===== src/rtl/core/modbus_wind_register_reader_defines.svh =====
// assertion macros shared by the wind register reader rtl
`ifndef MODBUS_WIND_REGISTER_READER_DEFINES_SVH
`define MODBUS_WIND_REGISTER_READER_DEFINES_SVH

// same-cycle implication, disabled while reset is low
`define MWR_ASSERT_SAME(name, clk_s, rst_s, ante, cons, msg) \
  name: assert property (@(posedge clk_s) disable iff (!rst_s) (ante) |-> (cons)) \
    else $error(msg);

// next-cycle implication, disabled while reset is low
`define MWR_ASSERT_NEXT(name, clk_s, rst_s, ante, cons, msg) \
  name: assert property (@(posedge clk_s) disable iff (!rst_s) (ante) |=> (cons)) \
    else $error(msg);

`endif


===== src/rtl/core/mwr_pkg.sv =====
// types, constants and helper functions of the wind register reader
package mwr_pkg;

  // configuration port
  localparam int CFG_IDX_W  = 2;
  localparam int CFG_DATA_W = 13;

  typedef enum logic [CFG_IDX_W-1:0] {
    CFG_DEVICE_ADDRESS = 2'd0,
    CFG_SPEED_OFFSET   = 2'd1,
    CFG_ANGLE_OFFSET   = 2'd2
  } cfg_reg_t;

  // request kinds on the input channel
  typedef enum logic {
    KIND_START = 1'b0,
    KIND_BYTE  = 1'b1
  } in_kind_t;

  // result kinds on the output channel
  typedef enum logic [1:0] {
    OUT_TX_BYTE = 2'd0,
    OUT_READING = 2'd1,
    OUT_FAILED  = 2'd2
  } out_kind_t;

  typedef enum logic [2:0] {
    ST_OK        = 3'd0,
    ST_BAD_ADDR  = 3'd1,
    ST_BAD_FUNC  = 3'd2,
    ST_BAD_COUNT = 3'd3,
    ST_BAD_CRC   = 3'd4
  } status_t;

  // protocol constants
  localparam logic [15:0] CRC_SEED          = 16'hFFFF;
  localparam logic [15:0] CRC_POLY          = 16'hA001;
  localparam logic [7:0]  FUNC_READ_HOLDING = 8'h03;
  localparam logic [7:0]  REG_COUNT         = 8'h04;
  localparam logic [7:0]  REPLY_BYTE_COUNT  = 8'h08;

  // request frame byte positions
  localparam logic [2:0] REQ_ADDR     = 3'd0;
  localparam logic [2:0] REQ_FUNC     = 3'd1;
  localparam logic [2:0] REQ_COUNT_LO = 3'd5;
  localparam logic [2:0] REQ_CRC_LO   = 3'd6;
  localparam logic [2:0] REQ_CRC_HI   = 3'd7;

  // reply frame byte positions
  localparam logic [3:0] RX_ADDR      = 4'd0;
  localparam logic [3:0] RX_FUNC      = 4'd1;
  localparam logic [3:0] RX_COUNT     = 4'd2;
  localparam logic [3:0] RX_FIRST_REG = 4'd3;
  localparam logic [3:0] RX_SPEED_LO  = 4'd4;
  localparam logic [3:0] RX_LEVEL_LO  = 4'd6;
  localparam logic [3:0] RX_ANGLE_LO  = 4'd10;
  localparam logic [3:0] RX_CRC_LO    = 4'd11;
  localparam logic [3:0] RX_CRC_HI    = 4'd12;

  // angle and direction arithmetic in tenths
  localparam int FULL_TURN        = 3600;
  localparam int ANGLE_BIAS       = 7200;
  localparam int RAW_TURNS        = 65535 / FULL_TURN;
  localparam int MAX_BIASED_TURNS = 4;
  localparam int DIR_ROUND        = 225;
  localparam int DIR_RECIP        = 37283;  // ceil(2^24 / 450), exact for numerators < 2^15
  localparam int DIR_SHIFT        = 24;

  // one result item
  typedef struct packed {
    out_kind_t          out_kind;
    logic [7:0]         tx_byte;
    logic               last_of_run;
    status_t            status;
    logic signed [17:0] wind_speed_tenths;
    logic [15:0]        wind_level;
    logic [11:0]        wind_angle_tenths;
    logic [3:0]         direction_code;
  } result_t;

  // request transmitter to output path
  typedef struct packed {
    logic    active;
    logic    push;
    result_t res;
  } tx_out_t;

  // reply parser to output path
  typedef struct packed {
    logic    push;
    result_t res;
  } prs_out_t;

  // crc16 of one byte, reflected, lsb first
  function automatic logic [15:0] crc_byte(input logic [15:0] crc_in, input logic [7:0] data);
    logic [15:0] c;
    c = crc_in ^ {8'h00, data};
    for (int i = 0; i < 8; i++) begin
      c = c[0] ? ((c >> 1) ^ CRC_POLY) : (c >> 1);
    end
    return c;
  endfunction

  // raw 16-bit angle reduced into one turn by parallel threshold compares
  function automatic logic [11:0] mod_full_turn(input logic [15:0] raw);
    logic [15:0] r;
    logic        hit;
    r   = raw;
    hit = 1'b0;
    for (int j = RAW_TURNS; j >= 1; j--) begin
      if (!hit && raw >= 16'(j * FULL_TURN)) begin
        r   = raw - 16'(j * FULL_TURN);
        hit = 1'b1;
      end
    end
    return r[11:0];
  endfunction

endpackage


===== src/rtl/core/mwr_channels_if.sv =====
// valid/ready channel interfaces of the wind register reader

// input channel: start request or received byte
interface mwr_in_if;
  logic       valid;
  logic       ready;
  logic       kind;
  logic [7:0] rx_byte;

  modport source (output valid, output kind, output rx_byte, input ready);
  modport sink (input valid, input kind, input rx_byte, output ready);
endinterface

// result channel: request byte or reading
interface mwr_out_if;
  logic               valid;
  logic               ready;
  logic [1:0]         out_kind;
  logic [7:0]         tx_byte;
  logic               last_of_run;
  logic [2:0]         status;
  logic signed [17:0] wind_speed_tenths;
  logic [15:0]        wind_level;
  logic [11:0]        wind_angle_tenths;
  logic [3:0]         direction_code;

  modport source (
    output valid, output out_kind, output tx_byte, output last_of_run, output status,
    output wind_speed_tenths, output wind_level, output wind_angle_tenths,
    output direction_code, input ready
  );
  modport sink (
    input valid, input out_kind, input tx_byte, input last_of_run, input status,
    input wind_speed_tenths, input wind_level, input wind_angle_tenths,
    input direction_code, output ready
  );
endinterface


===== src/rtl/core/mwr_request_tx.sv =====
// request transmitter: sends the eight-byte read request, one byte per cycle while the output buffer has room
module mwr_request_tx import mwr_pkg::*; (
  input  logic       clk,
  input  logic       rst_n,
  input  logic       start,
  input  logic       can_push,
  input  logic [7:0] dev_addr,
  output tx_out_t    tx_out
);

  logic        active_r, active_nxt;
  logic [2:0]  idx_r, idx_nxt;
  logic [15:0] crc_r, crc_nxt;
  logic [7:0]  cur_byte;
  logic        push;

  // byte at the current frame position
  always_comb begin
    case (idx_r)
      REQ_ADDR:     cur_byte = dev_addr;
      REQ_FUNC:     cur_byte = FUNC_READ_HOLDING;
      REQ_COUNT_LO: cur_byte = REG_COUNT;
      REQ_CRC_LO:   cur_byte = crc_r[7:0];
      REQ_CRC_HI:   cur_byte = crc_r[15:8];
      default:      cur_byte = 8'h00;
    endcase
  end

  assign push = active_r && can_push;

  // run counter and running crc over the header bytes
  always_comb begin
    active_nxt = active_r;
    idx_nxt    = idx_r;
    crc_nxt    = crc_r;
    if (start) begin
      active_nxt = 1'b1;
      idx_nxt    = REQ_ADDR;
      crc_nxt    = CRC_SEED;
    end else if (push) begin
      idx_nxt = idx_r + 3'd1;
      if (idx_r < REQ_CRC_LO) begin
        crc_nxt = crc_byte(crc_r, cur_byte);
      end
      if (idx_r == REQ_CRC_HI) begin
        active_nxt = 1'b0;
      end
    end
  end

  always_ff @(posedge clk) begin
    if (!rst_n) begin
      active_r <= 1'b0;
      idx_r    <= REQ_ADDR;
      crc_r    <= CRC_SEED;
    end else begin
      active_r <= active_nxt;
      idx_r    <= idx_nxt;
      crc_r    <= crc_nxt;
    end
  end

  // result item for the byte being sent
  always_comb begin
    tx_out                 = '0;
    tx_out.active          = active_r;
    tx_out.push            = push;
    tx_out.res.out_kind    = OUT_TX_BYTE;
    tx_out.res.tx_byte     = cur_byte;
    tx_out.res.last_of_run = (idx_r == REQ_CRC_HI);
    tx_out.res.status      = ST_OK;
  end

endmodule


===== src/rtl/core/mwr_reply_parser.sv =====
// reply parser: checks the 13-byte reply and forms the reading or error status
module mwr_reply_parser import mwr_pkg::*; (
  input  logic               clk,
  input  logic               rst_n,
  input  logic               start,
  input  logic               step,
  input  logic [7:0]         rx_byte,
  input  logic [7:0]         dev_addr,
  input  logic signed [10:0] spd_off,
  input  logic signed [12:0] ang_off,
  output prs_out_t           prs_out
);

  logic [3:0]  pos_r, pos_nxt;
  logic        busy_r, busy_nxt;
  logic [15:0] crc_r, crc_nxt;
  logic [7:0]  held_r, held_nxt;
  logic [15:0] speed_r, speed_nxt;
  logic [15:0] level_r, level_nxt;
  logic [11:0] rmod_r, rmod_nxt;
  logic [17:0] last_speed_r, last_speed_nxt;
  logic [15:0] last_level_r, last_level_nxt;
  logic [11:0] last_angle_r, last_angle_nxt;
  logic [3:0]  last_dir_r, last_dir_nxt;

  logic [17:0] speed_sum;
  logic [14:0] ang_sum;
  logic [14:0] ang_red;
  logic        ang_hit;
  logic [14:0] dir_num;
  logic [30:0] dir_prod;
  logic [3:0]  dir_code;
  logic        fail;
  status_t     fail_code;

  // speed with signed offset
  assign speed_sum = {2'b00, speed_r} + {{7{spd_off[10]}}, spd_off};

  // angle: pre-reduced raw value plus offset plus two turns, always positive
  assign ang_sum = {3'b000, rmod_r} + {{2{ang_off[12]}}, ang_off} + 15'(ANGLE_BIAS);

  // reduce the biased angle into one turn
  always_comb begin
    ang_red = ang_sum;
    ang_hit = 1'b0;
    for (int k = MAX_BIASED_TURNS; k >= 1; k--) begin
      if (!ang_hit && ang_sum >= 15'(k * FULL_TURN)) begin
        ang_red = ang_sum - 15'(k * FULL_TURN);
        ang_hit = 1'b1;
      end
    end
  end

  // sector: a full turn is exactly 16 sectors, so the biased angle gives the same code
  assign dir_num  = {ang_sum[13:0], 1'b0} + 15'(DIR_ROUND);
  assign dir_prod = 31'(dir_num) * 31'(DIR_RECIP);
  assign dir_code = dir_prod[DIR_SHIFT+3:DIR_SHIFT];

  // header and crc checks
  always_comb begin
    fail      = 1'b0;
    fail_code = ST_OK;
    if (pos_r == RX_ADDR && rx_byte != dev_addr) begin
      fail      = 1'b1;
      fail_code = ST_BAD_ADDR;
    end else if (pos_r == RX_FUNC && rx_byte != FUNC_READ_HOLDING) begin
      fail      = 1'b1;
      fail_code = ST_BAD_FUNC;
    end else if (pos_r == RX_COUNT && rx_byte != REPLY_BYTE_COUNT) begin
      fail      = 1'b1;
      fail_code = ST_BAD_COUNT;
    end else if (pos_r == RX_CRC_HI && {rx_byte, held_r} != crc_r) begin
      fail      = 1'b1;
      fail_code = ST_BAD_CRC;
    end
  end

  // frame walk
  always_comb begin
    pos_nxt        = pos_r;
    busy_nxt       = busy_r;
    crc_nxt        = crc_r;
    held_nxt       = held_r;
    speed_nxt      = speed_r;
    level_nxt      = level_r;
    rmod_nxt       = rmod_r;
    last_speed_nxt = last_speed_r;
    last_level_nxt = last_level_r;
    last_angle_nxt = last_angle_r;
    last_dir_nxt   = last_dir_r;
    prs_out        = '0;
    if (start) begin
      busy_nxt = 1'b1;
      pos_nxt  = RX_ADDR;
      crc_nxt  = CRC_SEED;
    end else if (step && busy_r) begin
      if (fail) begin
        busy_nxt                      = 1'b0;
        pos_nxt                       = RX_ADDR;
        prs_out.push                  = 1'b1;
        prs_out.res.out_kind          = OUT_FAILED;
        prs_out.res.last_of_run       = 1'b1;
        prs_out.res.status            = fail_code;
        prs_out.res.wind_speed_tenths = last_speed_r;
        prs_out.res.wind_level        = last_level_r;
        prs_out.res.wind_angle_tenths = last_angle_r;
        prs_out.res.direction_code    = last_dir_r;
      end else if (pos_r <= RX_ANGLE_LO) begin
        crc_nxt = crc_byte(crc_r, rx_byte);
        if (pos_r >= RX_FIRST_REG && pos_r[0]) begin
          held_nxt = rx_byte;
        end else if (pos_r == RX_SPEED_LO) begin
          speed_nxt = {held_r, rx_byte};
        end else if (pos_r == RX_LEVEL_LO) begin
          level_nxt = {held_r, rx_byte};
        end else if (pos_r == RX_ANGLE_LO) begin
          rmod_nxt = mod_full_turn({held_r, rx_byte});
        end
        pos_nxt = pos_r + 4'd1;
      end else if (pos_r == RX_CRC_LO) begin
        held_nxt = rx_byte;
        pos_nxt  = RX_CRC_HI;
      end else begin
        last_speed_nxt                = speed_sum;
        last_level_nxt                = level_r;
        last_angle_nxt                = ang_red[11:0];
        last_dir_nxt                  = dir_code;
        busy_nxt                      = 1'b0;
        pos_nxt                       = RX_ADDR;
        prs_out.push                  = 1'b1;
        prs_out.res.out_kind          = OUT_READING;
        prs_out.res.last_of_run       = 1'b1;
        prs_out.res.status            = ST_OK;
        prs_out.res.wind_speed_tenths = speed_sum;
        prs_out.res.wind_level        = level_r;
        prs_out.res.wind_angle_tenths = ang_red[11:0];
        prs_out.res.direction_code    = dir_code;
      end
    end
  end

  // parser control and last good reading
  always_ff @(posedge clk) begin
    if (!rst_n) begin
      pos_r        <= RX_ADDR;
      busy_r       <= 1'b0;
      crc_r        <= CRC_SEED;
      last_speed_r <= '0;
      last_level_r <= '0;
      last_angle_r <= '0;
      last_dir_r   <= '0;
    end else begin
      pos_r        <= pos_nxt;
      busy_r       <= busy_nxt;
      crc_r        <= crc_nxt;
      last_speed_r <= last_speed_nxt;
      last_level_r <= last_level_nxt;
      last_angle_r <= last_angle_nxt;
      last_dir_r   <= last_dir_nxt;
    end
  end

  // captured frame bytes
  always_ff @(posedge clk) begin
    held_r  <= held_nxt;
    speed_r <= speed_nxt;
    level_r <= level_nxt;
    rmod_r  <= rmod_nxt;
  end

endmodule


===== src/rtl/core/mwr_out_skid.sv =====
// two-entry output buffer that decouples the result channel from the core
module mwr_out_skid import mwr_pkg::*; (
  input  logic      clk,
  input  logic      rst_n,
  input  logic      push,
  input  result_t   push_res,
  output logic      can_push,
  mwr_out_if.source out_chan
);

  result_t    ent_r [2];
  logic       wr_ptr_r;
  logic       rd_ptr_r;
  logic [1:0] count_r, count_nxt;
  logic       pop;
  result_t    head;

  assign head     = ent_r[rd_ptr_r];
  assign pop      = out_chan.valid && out_chan.ready;
  assign can_push = (count_r != 2'd2);

  // occupancy
  always_comb begin
    case ({push, pop})
      2'b10:   count_nxt = count_r + 2'd1;
      2'b01:   count_nxt = count_r - 2'd1;
      default: count_nxt = count_r;
    endcase
  end

  always_ff @(posedge clk) begin
    if (!rst_n) begin
      count_r  <= 2'd0;
      wr_ptr_r <= 1'b0;
      rd_ptr_r <= 1'b0;
    end else begin
      count_r <= count_nxt;
      if (push) begin
        wr_ptr_r <= !wr_ptr_r;
      end
      if (pop) begin
        rd_ptr_r <= !rd_ptr_r;
      end
    end
  end

  // entry storage
  always_ff @(posedge clk) begin
    if (push) begin
      ent_r[wr_ptr_r] <= push_res;
    end
  end

  // head entry drives the channel
  assign out_chan.valid             = (count_r != 2'd0);
  assign out_chan.out_kind          = head.out_kind;
  assign out_chan.tx_byte           = head.tx_byte;
  assign out_chan.last_of_run       = head.last_of_run;
  assign out_chan.status            = head.status;
  assign out_chan.wind_speed_tenths = head.wind_speed_tenths;
  assign out_chan.wind_level        = head.wind_level;
  assign out_chan.wind_angle_tenths = head.wind_angle_tenths;
  assign out_chan.direction_code    = head.direction_code;

endmodule


===== src/rtl/core/modbus_wind_register_reader.sv =====
// top level of the modbus rtu wind register reader
// Usage: in_chan carries requests; kind 0 starts a read of holding registers 0..3,
// kind 1 hands over one byte received from the sensor. out_chan returns results:
// eight request bytes to transmit (last_of_run on the eighth), or one reading or
// failure status when the reply ends. cfg_we/cfg_index/cfg_data write the slave
// address and the speed and angle offsets; write them only while no transfer runs.
// Path: a request reaches the input register on acceptance; the reading or
// failure of a final reply byte is then written into the output buffer before it
// is valid on out_chan; the first request byte of a start also passes the transmit run register.
// Throughput: one received byte per cycle while the output buffer has room and no request
// is being sent; a start holds the input while the eight request bytes go out, one per cycle with room.
// Reset: parser idle, last reading zero, address 1, offsets 0; the output is empty.
// Stall: a two-entry output buffer absorbs results; while it is full the core
// pauses and, once a byte waits in the input register, in_chan.ready drops; no result is lost or repeated.
`include "modbus_wind_register_reader_defines.svh"
module modbus_wind_register_reader import mwr_pkg::*; (
  input  logic                  clk,
  input  logic                  rst_n,
  mwr_in_if.sink                in_chan,
  mwr_out_if.source             out_chan,
  input  logic                  cfg_we,
  input  logic [CFG_IDX_W-1:0]  cfg_index,
  input  logic [CFG_DATA_W-1:0] cfg_data
);

  logic [7:0]         dev_addr_r;
  logic signed [10:0] spd_off_r;
  logic signed [12:0] ang_off_r;
  logic               item_valid_r;
  in_kind_t           item_kind_r;
  logic [7:0]         item_byte_r;
  logic               consume;
  logic               start_req;
  logic               byte_req;
  logic               can_push;
  tx_out_t            tx_out;
  prs_out_t           prs_out;
  logic               res_push;
  result_t            res_sel;

  // configuration registers
  always_ff @(posedge clk) begin
    if (!rst_n) begin
      dev_addr_r <= 8'd1;
      spd_off_r  <= '0;
      ang_off_r  <= '0;
    end else if (cfg_we) begin
      case (cfg_index)
        CFG_DEVICE_ADDRESS: dev_addr_r <= cfg_data[7:0];
        CFG_SPEED_OFFSET:   spd_off_r  <= cfg_data[10:0];
        CFG_ANGLE_OFFSET:   ang_off_r  <= cfg_data[12:0];
        default:            ;
      endcase
    end
  end

  // input register; a request leaves it once the core takes it
  assign consume = item_valid_r && !tx_out.active &&
                   (item_kind_r == KIND_START || can_push);
  assign in_chan.ready = !item_valid_r || consume;
  assign start_req     = consume && (item_kind_r == KIND_START);
  assign byte_req      = consume && (item_kind_r == KIND_BYTE);

  always_ff @(posedge clk) begin
    if (!rst_n) begin
      item_valid_r <= 1'b0;
    end else if (in_chan.ready) begin
      item_valid_r <= in_chan.valid;
    end
  end

  always_ff @(posedge clk) begin
    if (in_chan.valid && in_chan.ready) begin
      item_kind_r <= in_kind_t'(in_chan.kind);
      item_byte_r <= in_chan.rx_byte;
    end
  end

  mwr_request_tx u_tx (
    .clk      (clk),
    .rst_n    (rst_n),
    .start    (start_req),
    .can_push (can_push),
    .dev_addr (dev_addr_r),
    .tx_out   (tx_out)
  );

  mwr_reply_parser u_parser (
    .clk     (clk),
    .rst_n   (rst_n),
    .start   (start_req),
    .step    (byte_req),
    .rx_byte (item_byte_r),
    .dev_addr(dev_addr_r),
    .spd_off (spd_off_r),
    .ang_off (ang_off_r),
    .prs_out (prs_out)
  );

  // result select: the transmitter owns the output while its run lasts
  assign res_push = tx_out.push || prs_out.push;
  assign res_sel  = tx_out.active ? tx_out.res : prs_out.res;

  mwr_out_skid u_skid (
    .clk      (clk),
    .rst_n    (rst_n),
    .push     (res_push),
    .push_res (res_sel),
    .can_push (can_push),
    .out_chan (out_chan)
  );

  // checks
  `MWR_ASSERT_NEXT(a_start_opens_run, clk, rst_n, start_req, tx_out.active, "start did not open a transmit run")
  `MWR_ASSERT_NEXT(a_run_closes, clk, rst_n, tx_out.push && tx_out.res.last_of_run, !tx_out.active, "transmit run overran its last byte")
  `MWR_ASSERT_SAME(a_single_writer, clk, rst_n, tx_out.push, !prs_out.push, "transmitter and parser wrote the buffer together")
  `MWR_ASSERT_SAME(a_push_has_room, clk, rst_n, res_push, can_push, "result written into a full output buffer")

endmodule

===== src/flat_wrapper.sv =====
// flat-port wrapper written by rule: the top's interface ports become plain ports
module modbus_wind_register_reader_flat import mwr_pkg::*;
  (clk, rst_n, cfg_we, cfg_index, cfg_data, in_chan_valid, in_chan_kind, in_chan_rx_byte, in_chan_ready, out_chan_valid, out_chan_out_kind, out_chan_tx_byte, out_chan_last_of_run, out_chan_status, out_chan_wind_speed_tenths, out_chan_wind_level, out_chan_wind_angle_tenths, out_chan_direction_code, out_chan_ready);
  mwr_in_if in_chan_i ();
  mwr_out_if out_chan_i ();
  input  logic clk;
  input  logic rst_n;
  input  logic cfg_we;
  input  logic [CFG_IDX_W-1:0] cfg_index;
  input  logic [CFG_DATA_W-1:0] cfg_data;
  input wire logic [$bits(in_chan_i.valid)-1:0] in_chan_valid;
  input wire logic [$bits(in_chan_i.kind)-1:0] in_chan_kind;
  input wire logic [$bits(in_chan_i.rx_byte)-1:0] in_chan_rx_byte;
  output wire logic [$bits(in_chan_i.ready)-1:0] in_chan_ready;
  output wire logic [$bits(out_chan_i.valid)-1:0] out_chan_valid;
  output wire logic [$bits(out_chan_i.out_kind)-1:0] out_chan_out_kind;
  output wire logic [$bits(out_chan_i.tx_byte)-1:0] out_chan_tx_byte;
  output wire logic [$bits(out_chan_i.last_of_run)-1:0] out_chan_last_of_run;
  output wire logic [$bits(out_chan_i.status)-1:0] out_chan_status;
  output wire logic [$bits(out_chan_i.wind_speed_tenths)-1:0] out_chan_wind_speed_tenths;
  output wire logic [$bits(out_chan_i.wind_level)-1:0] out_chan_wind_level;
  output wire logic [$bits(out_chan_i.wind_angle_tenths)-1:0] out_chan_wind_angle_tenths;
  output wire logic [$bits(out_chan_i.direction_code)-1:0] out_chan_direction_code;
  input wire logic [$bits(out_chan_i.ready)-1:0] out_chan_ready;
  assign in_chan_i.valid = in_chan_valid;
  assign in_chan_i.kind = in_chan_kind;
  assign in_chan_i.rx_byte = in_chan_rx_byte;
  assign in_chan_ready = in_chan_i.ready;
  assign out_chan_valid = out_chan_i.valid;
  assign out_chan_out_kind = out_chan_i.out_kind;
  assign out_chan_tx_byte = out_chan_i.tx_byte;
  assign out_chan_last_of_run = out_chan_i.last_of_run;
  assign out_chan_status = out_chan_i.status;
  assign out_chan_wind_speed_tenths = out_chan_i.wind_speed_tenths;
  assign out_chan_wind_level = out_chan_i.wind_level;
  assign out_chan_wind_angle_tenths = out_chan_i.wind_angle_tenths;
  assign out_chan_direction_code = out_chan_i.direction_code;
  assign out_chan_i.ready = out_chan_ready;
  modbus_wind_register_reader u_core (.clk(clk), .rst_n(rst_n), .in_chan(in_chan_i), .out_chan(out_chan_i), .cfg_we(cfg_we), .cfg_index(cfg_index), .cfg_data(cfg_data));
endmodule

===== config.mk =====
export PLATFORM = sky130hd
export DESIGN_NAME = modbus_wind_register_reader_flat
export DESIGN_NICKNAME = d
export VERILOG_FILES = /design/src/rtl/core/mwr_pkg.sv /design/src/rtl/core/mwr_channels_if.sv /design/src/rtl/core/mwr_request_tx.sv /design/src/rtl/core/mwr_reply_parser.sv /design/src/rtl/core/mwr_out_skid.sv /design/src/rtl/core/modbus_wind_register_reader.sv /design/src/flat_wrapper.sv
export VERILOG_INCLUDE_DIRS = /design/src /design/src/rtl/core
export SDC_FILE = /design/constraint.sdc
export NUM_CORES = 1
export LEC_CHECK = 0
export ABC_AREA = 1
export BUFFER_PORTS_ARGS = -buffer_cell sky130_fd_sc_hd__buf_2
export CORE_MARGIN = 4
export CORE_UTILIZATION = 50
export DETAILED_ROUTE_END_ITERATION = 10
export PLACE_DENSITY = 0.71
export SLEW_MARGIN = 5
export SYNTH_ARGS = -nofsm -noshare
export SYNTH_HDL_FRONTEND = slang
export SYNTH_HIERARCHICAL = 1
export SYNTH_SLANG_ARGS = --single-unit

===== constraint.sdc =====
create_clock -name clk -period 13 [get_ports clk]
set_input_delay 0.65 -clock clk [delete_from_list [all_inputs] [get_ports clk]]
set_output_delay 0.65 -clock clk [all_outputs]
set_load 0.02 [all_outputs]

## Word-level counts from Yosys, hierarchy flattened

Memory sizes are Yosys's and may differ from the RTL's. A register that Yosys moved wholly into a read port is not among the register bits.
Cells that the tools add are included.

- Muxes and demuxes: 233
- Bitwise gates (word level): 27
- Reductions and logical operators: 82
- Multipliers: 1
- Order comparisons: 25
- $add $sub $neg: 30
- Equal/unequal tests: 23

Operators by type and width:

| cell | number |
|---|---|
| $mux W54 | 5 |
| $mux W12 | 22 |
| $mux W16 | 16 |
| $mux W1 | 172 |
| $sub A12 B12 Y12 const B | 14 |
| $ge A16 B16 Y1 const B | 9 |
| $ge A16 B15 Y1 const B | 5 |
| $mux W64 | 1 |
| $not A2 Y3 | 16 |
| $sub A12 B11 Y12 const B | 4 |
| $pmux W8 S5 | 1 |
| $logic_and A1 B1 Y1 | 33 |
| $ge A16 B14 Y1 const B | 2 |
| $xor A16 B8 Y16 | 2 |
| $ge A15 B14 Y1 const B | 2 |
| $mul A15 B16 Y28 const B | 1 |
| $mux W3 | 9 |
| $logic_not A1 Y1 | 24 |
| $mux W8 | 3 |
| $sub A12 B10 Y12 const B | 2 |
| $add A17 B11 Y18 | 1 |
| $ge A16 B12 Y1 const B | 1 |
| $ge A16 B13 Y1 const B | 1 |
| $ne A16 B16 Y1 | 1 |
| 43 further kinds | 74 |

- Bits in writable memories: 128
- Word-level logic and storage cells: 445
- Memories: 1
- Bits of input ports: 29
- Output and inout bits: 66
- Flip-flop bits (word level): 189

Memories:

| name | depth | bits a word | read ports | clocked after Yosys merged registers in | write ports | RTL line | RTL |
|---|---|---|---|---|---|---|---|
| u_core.u_skid.ent_r | 2 | 64 | 1 | 1 | 1 | mwr_out_skid.sv:11 | `result_t ent_r [2];` |

## Depth between registers and ports, before layout

- Depth after elaboration: 189
- Mapped depth: 43
- Mapped depth without buffers: 43

## Hierarchy

The synthesis kept the hierarchy.

By module, submodules not included:

| module | cells each | seq. area each (µm²) | times used | area an instance (µm²) |
|---|---|---|---|---|
| mwr_reply_parser | 2,156 | 2,982.9 | 1 | 14,744.1 |
| mwr_out_skid | 235 | 3,943.8 | 1 | 5,156.2 |
| modbus_wind_register_reader | 374 | 930.9 | 1 | 2,258.4 |
| mwr_request_tx | 296 | 400.4 | 1 | 1,910.6 |

## Worst setup path after synthesis

Ideal clock, no wire load.

- Path type: reg2reg
- From: reg u_core.ang_off_r[0]
- To: mem u_core/u_skid/ent_r[0][3] (netlist bit), data pin
- Clock period less this slack: 7.275 ns
- Required time: 12.744 ns
- Library setup time: 0.256 ns
- Data arrival time: 7.018 ns
- Path slack: 5.725 ns
- Path buffers: 0
- Stages on the path, launching flop included: 42
- Path through: dfxtp_1 -> ha_1 -> inv_1 -> fa_1 -> inv_1 -> nand2_2 -> nand3_1 -> nand2_1 -> nand2_2 -> ha_1 -> nor2_1 -> inv_1 -> nand2_2 -> inv_2 -> ha_1 -> a21oi_1 -> or2_2 -> nor2_1 -> [... 6 more ...] -> fa_1 -> fa_1 -> inv_1 -> fa_1 -> ha_1 -> ha_1 -> nand2_1 -> nor4_1 -> nand2_1 -> nand4_1 -> a21oi_1 -> o21ai_0 -> xor2_1 -> or2_2 -> nand3_1 -> nand2_1 -> nand2_1 -> nand2_1

RTL lines:

| what | RTL line | RTL |
|---|---|---|
| start, declared | modbus_wind_register_reader.sv:28 | `logic signed [12:0] ang_off_r;` |
| start signal, assigned | modbus_wind_register_reader.sv:51 | `CFG_ANGLE_OFFSET: ang_off_r <= cfg_data[12:0];` |
| end, declared | mwr_out_skid.sv:11 |  |

==> impl_metrics.yaml <==
outcome:
  status: "finished, final reports clean"
timing:
  fin_crit_sh_pct: 61.7
  rsz0062_at_grt: "false"
  whs_ns: 0.307
  period_needed_ns: 8.01
  hold_violations: 0
  worstMarginPinSlew_ns: 1.19
  layout_setup_ws_ns: 4.99
  fmax_mhz: 125
  slew_headroom_pct: 20.8
  slew_violations: 0
  setup_violations: 0
  finalSetupTns_ns: 0
  skew_ns: 0.0205
layout:
  nFillCells: 4446
  multiInputGateArea_mm2: 0.0135
  drive_above_1_share_pct: 11.1
  synthToLayoutAreaGrowth_pct: 7.41
  n_antenna_cell: 0
  fin_nets: 3370
  regArea_mm2: 0.00826
synth:
  synthFlopType: "edfxtp_1"
  ys_seq_elements: 318
  synthesis.instances: 3061
  synth_edf_count: 189
  synth_cell_types: 61
  synth_top_area_share_pct: 23.6
  synthTopCellsByArea: "edfxtp_1 24%, nand2_1 13%, dfxtp_1 11%"
  yosysSeqAreaShare_pct: 34.3
  syn-cell-area_mm2: 0.0241
  ys_async_sr_fraction_pct: 0
  synth_top_area_cell: "edfxtp_1"
  syn_avg_cell_area_um2: 7.86
  ys_warn_count: 6
critical_path:
  max_stage_delay_ns: 0.55
  crit_arrival_ns: 8.26
  worstSetupPathType: "flip-flop to flip-flop"
  crit_slowest_cell: "fa_1"
  worstPathRequired_ns: 13.25
  crit_top_cell: "ha_1"
  startpoint_type: "flip-flop"
  worst-path-max-fanout: 9
  crit_path_end_kind: "flip-flop"
die:
  start_util_pct: 50.5
  core_mm2: 0.0476
  fp-row-count: 80
  dieWidth_um: 227
  die_area_mm2: 0.0517
  die_h_um: 227
  io_pins: 95
clocking:
  clockBufferDepth: 3
  cts_buffers: 34
  ctsHtreeMaxLevel: 2
  hold_buffers: 0
  cts_setup_buffers: 0
  clk_root_buffer_cell: "clkbuf_16"
  clk_latency_ns: 0.52
  cts_tree: "built"
  path_clk_slew_ns: 0.06
  clock-sinks: 318
  cts-resized-gates: 0
route:
  drc: 0
  viasPerCell: 5.43
  drt_pass1_iterations: 8
  postRouteAntennaNets: 0
  vias: 20400
  drtIter0Drc: 1787
  wl_mm: 64.8
  routedWlPerCell_um: 17.3
placement:
  place.gp.congestion: 0.930
  pre_cts_slack_ns: 5.01
  portBuffers: 94
  dp_hpwl_mm: 48.3
global_routing:
  grt_pass1_wl_mm: 102
  grt_pass1_vias: 19700
  track_usage_pct: 24.4
  grt_overflow: 0
  antenna_found_initial: 0
  grt_max_degree: 65
run:
  maxCapViolations: 0
pwr:
  pwr_density_cell_mw_per_mm2: 161
  p_leak_nw: 12.4
  peakVddDrop_mv: 0.166
hold_path:
  hold_class: "input pin to flip-flop"
## state kept, by name (all words and copies together) (netlist names), 13 cells and up, named ones only
register,cells
u_core/ang_off_r,13
u_core/u_tx/crc_r,16
u_core/u_parser/level_r,16
u_core/u_skid/ent_r,128
u_core/u_parser/speed_r,16
u_core/u_parser/last_level_r,16
u_core/u_parser/last_speed_r,18
u_core/u_parser/crc_r,16
## layer usage
metal	part of all wire (%)	vias to the layer above	global-route usage, %
met4	2.7	0	6.60
li1	-	9958	-
met5	0	-	0
met1	44	9535	33.0
met3	6.7	125	3.89
met2	47	741	41.2
## worst max-delay path: cells and delay by family, from the launching register on
kind	cells	cell delay, ns
adders and majority gates	11	4.07
buffers and inverters	5	0.56
xor gates and xnor gates	2	0.61
DFF	1	0.33
AOI/OAI and AO/OA	3	0.41
and+or+nand+nor	14	1.76
## stage by stage
stage | std cells | utilization, % | total power [mW] | area, um2
3_5_place_dp | 3691 | 51.8 | 3.16 | 24700
3_3_place_gp | 3691 | 51.8 | 3.07 | 24700
6_report | 3752 | 54.3 | 4.17 | 25900
2_1_floorplan | 3122 | - | 2.69 | 24300
4_1_cts | 3752 | 54.3 | 4.20 | 25900
5_1_grt | 3752 | 54.3 | 4.55 | 25900
## power breakdown
part / total (mW) / internal, mW / switching [mW]
logic: 2.03 / 0.808 / 1.22
registers: 1.12 / 1.10 / 0.0247
clock network: 1.02 / 0.622 / 0.396
## layout make-up
class,count,area share [%]
Clock inverter,19,0.997
Timing Repair Buffer,118,2.52
Inverter,396,5.77
Sequential cell,318,32.0
Clock buffer,42,3.53
Tap cell,615,2.98
Multi-Input combinational cell,2244,52.3
## worst paths after layout
kind,from,to,slack [ns],cells past startpoint
worst max-delay path,u_core/ang_off_r[0],u_core/u_skid/ent_r[1][3],4.99,35
worst min-delay path,in_chan_rx_byte[0],u_core/item_byte_r[0],0.31,1
worst max register to register,u_core/ang_off_r[0],u_core/u_skid/ent_r[1][3],4.99,35
worst min register to register,u_core/u_parser/last_level_r[12],u_core/u_parser/last_level_r[12],0.46,2
## cell families (layout without fill, tap and decap cells)
logic type / after synthesis / count (layout) / synth area share (%)
compound gates: 462 / 462 / 10.4
buf+inv: 560 / 575 / 10.6
flops: 318 / 318 / 34.3
mux: 64 / 64 / 3.93
xor+xnor: 115 / 115 / 4.25
simple gates: 1311 / 1311 / 23.2
other cells: 2 / 63 / 0.0312
fa+ha+maj: 229 / 229 / 13.3
## cells in the mapped netlist, types with 10 or more instances
cell type / count
edfxtp_1: 189
nor2_1: 190
o21bai_1: 12
inv_2: 18
nor3_1: 19
mux2_4: 60
o22ai_1: 10
inv_1: 376
fa_1: 45
nand4_1: 35
o211ai_1: 20
nand2_1: 845
or2_2: 15
clkbuf_1: 44
buf_2: 24
nand2_4: 11
xor2_1: 94
nand2_2: 25
nand3_1: 132
xnor2_1: 19
buf_4: 71
o21ai_1: 16
a21oi_1: 176
o21ai_0: 197
ha_1: 184
dfxtp_1: 129
## layout by cell type (no fill, tap or decap), types with 8 or more instances in the layout
cell and count:
inv_1 375, nor2_2 8, nand3_2 9, a21oi_1 176
inv_2 19, ha_1 184, xor2_1 94, buf_2 94
nand3_1 132, clkinv_2 8, o21ai_1 16, dfxtp_1 127
buf_4 24, nor3_1 19, xnor2_1 19, or2_2 15
edfxtp_1 189, nand2_4 11, nand2_2 25, mux2_4 60
conb_1 63, o22ai_1 10, o211ai_1 20, clkbuf_16 35
fa_1 45, nor2_1 188, o21ai_0 197, nand2_1 845
nand4_1 35, o21bai_1 12
Note: power is estimated with default switching activity, not from simulation.
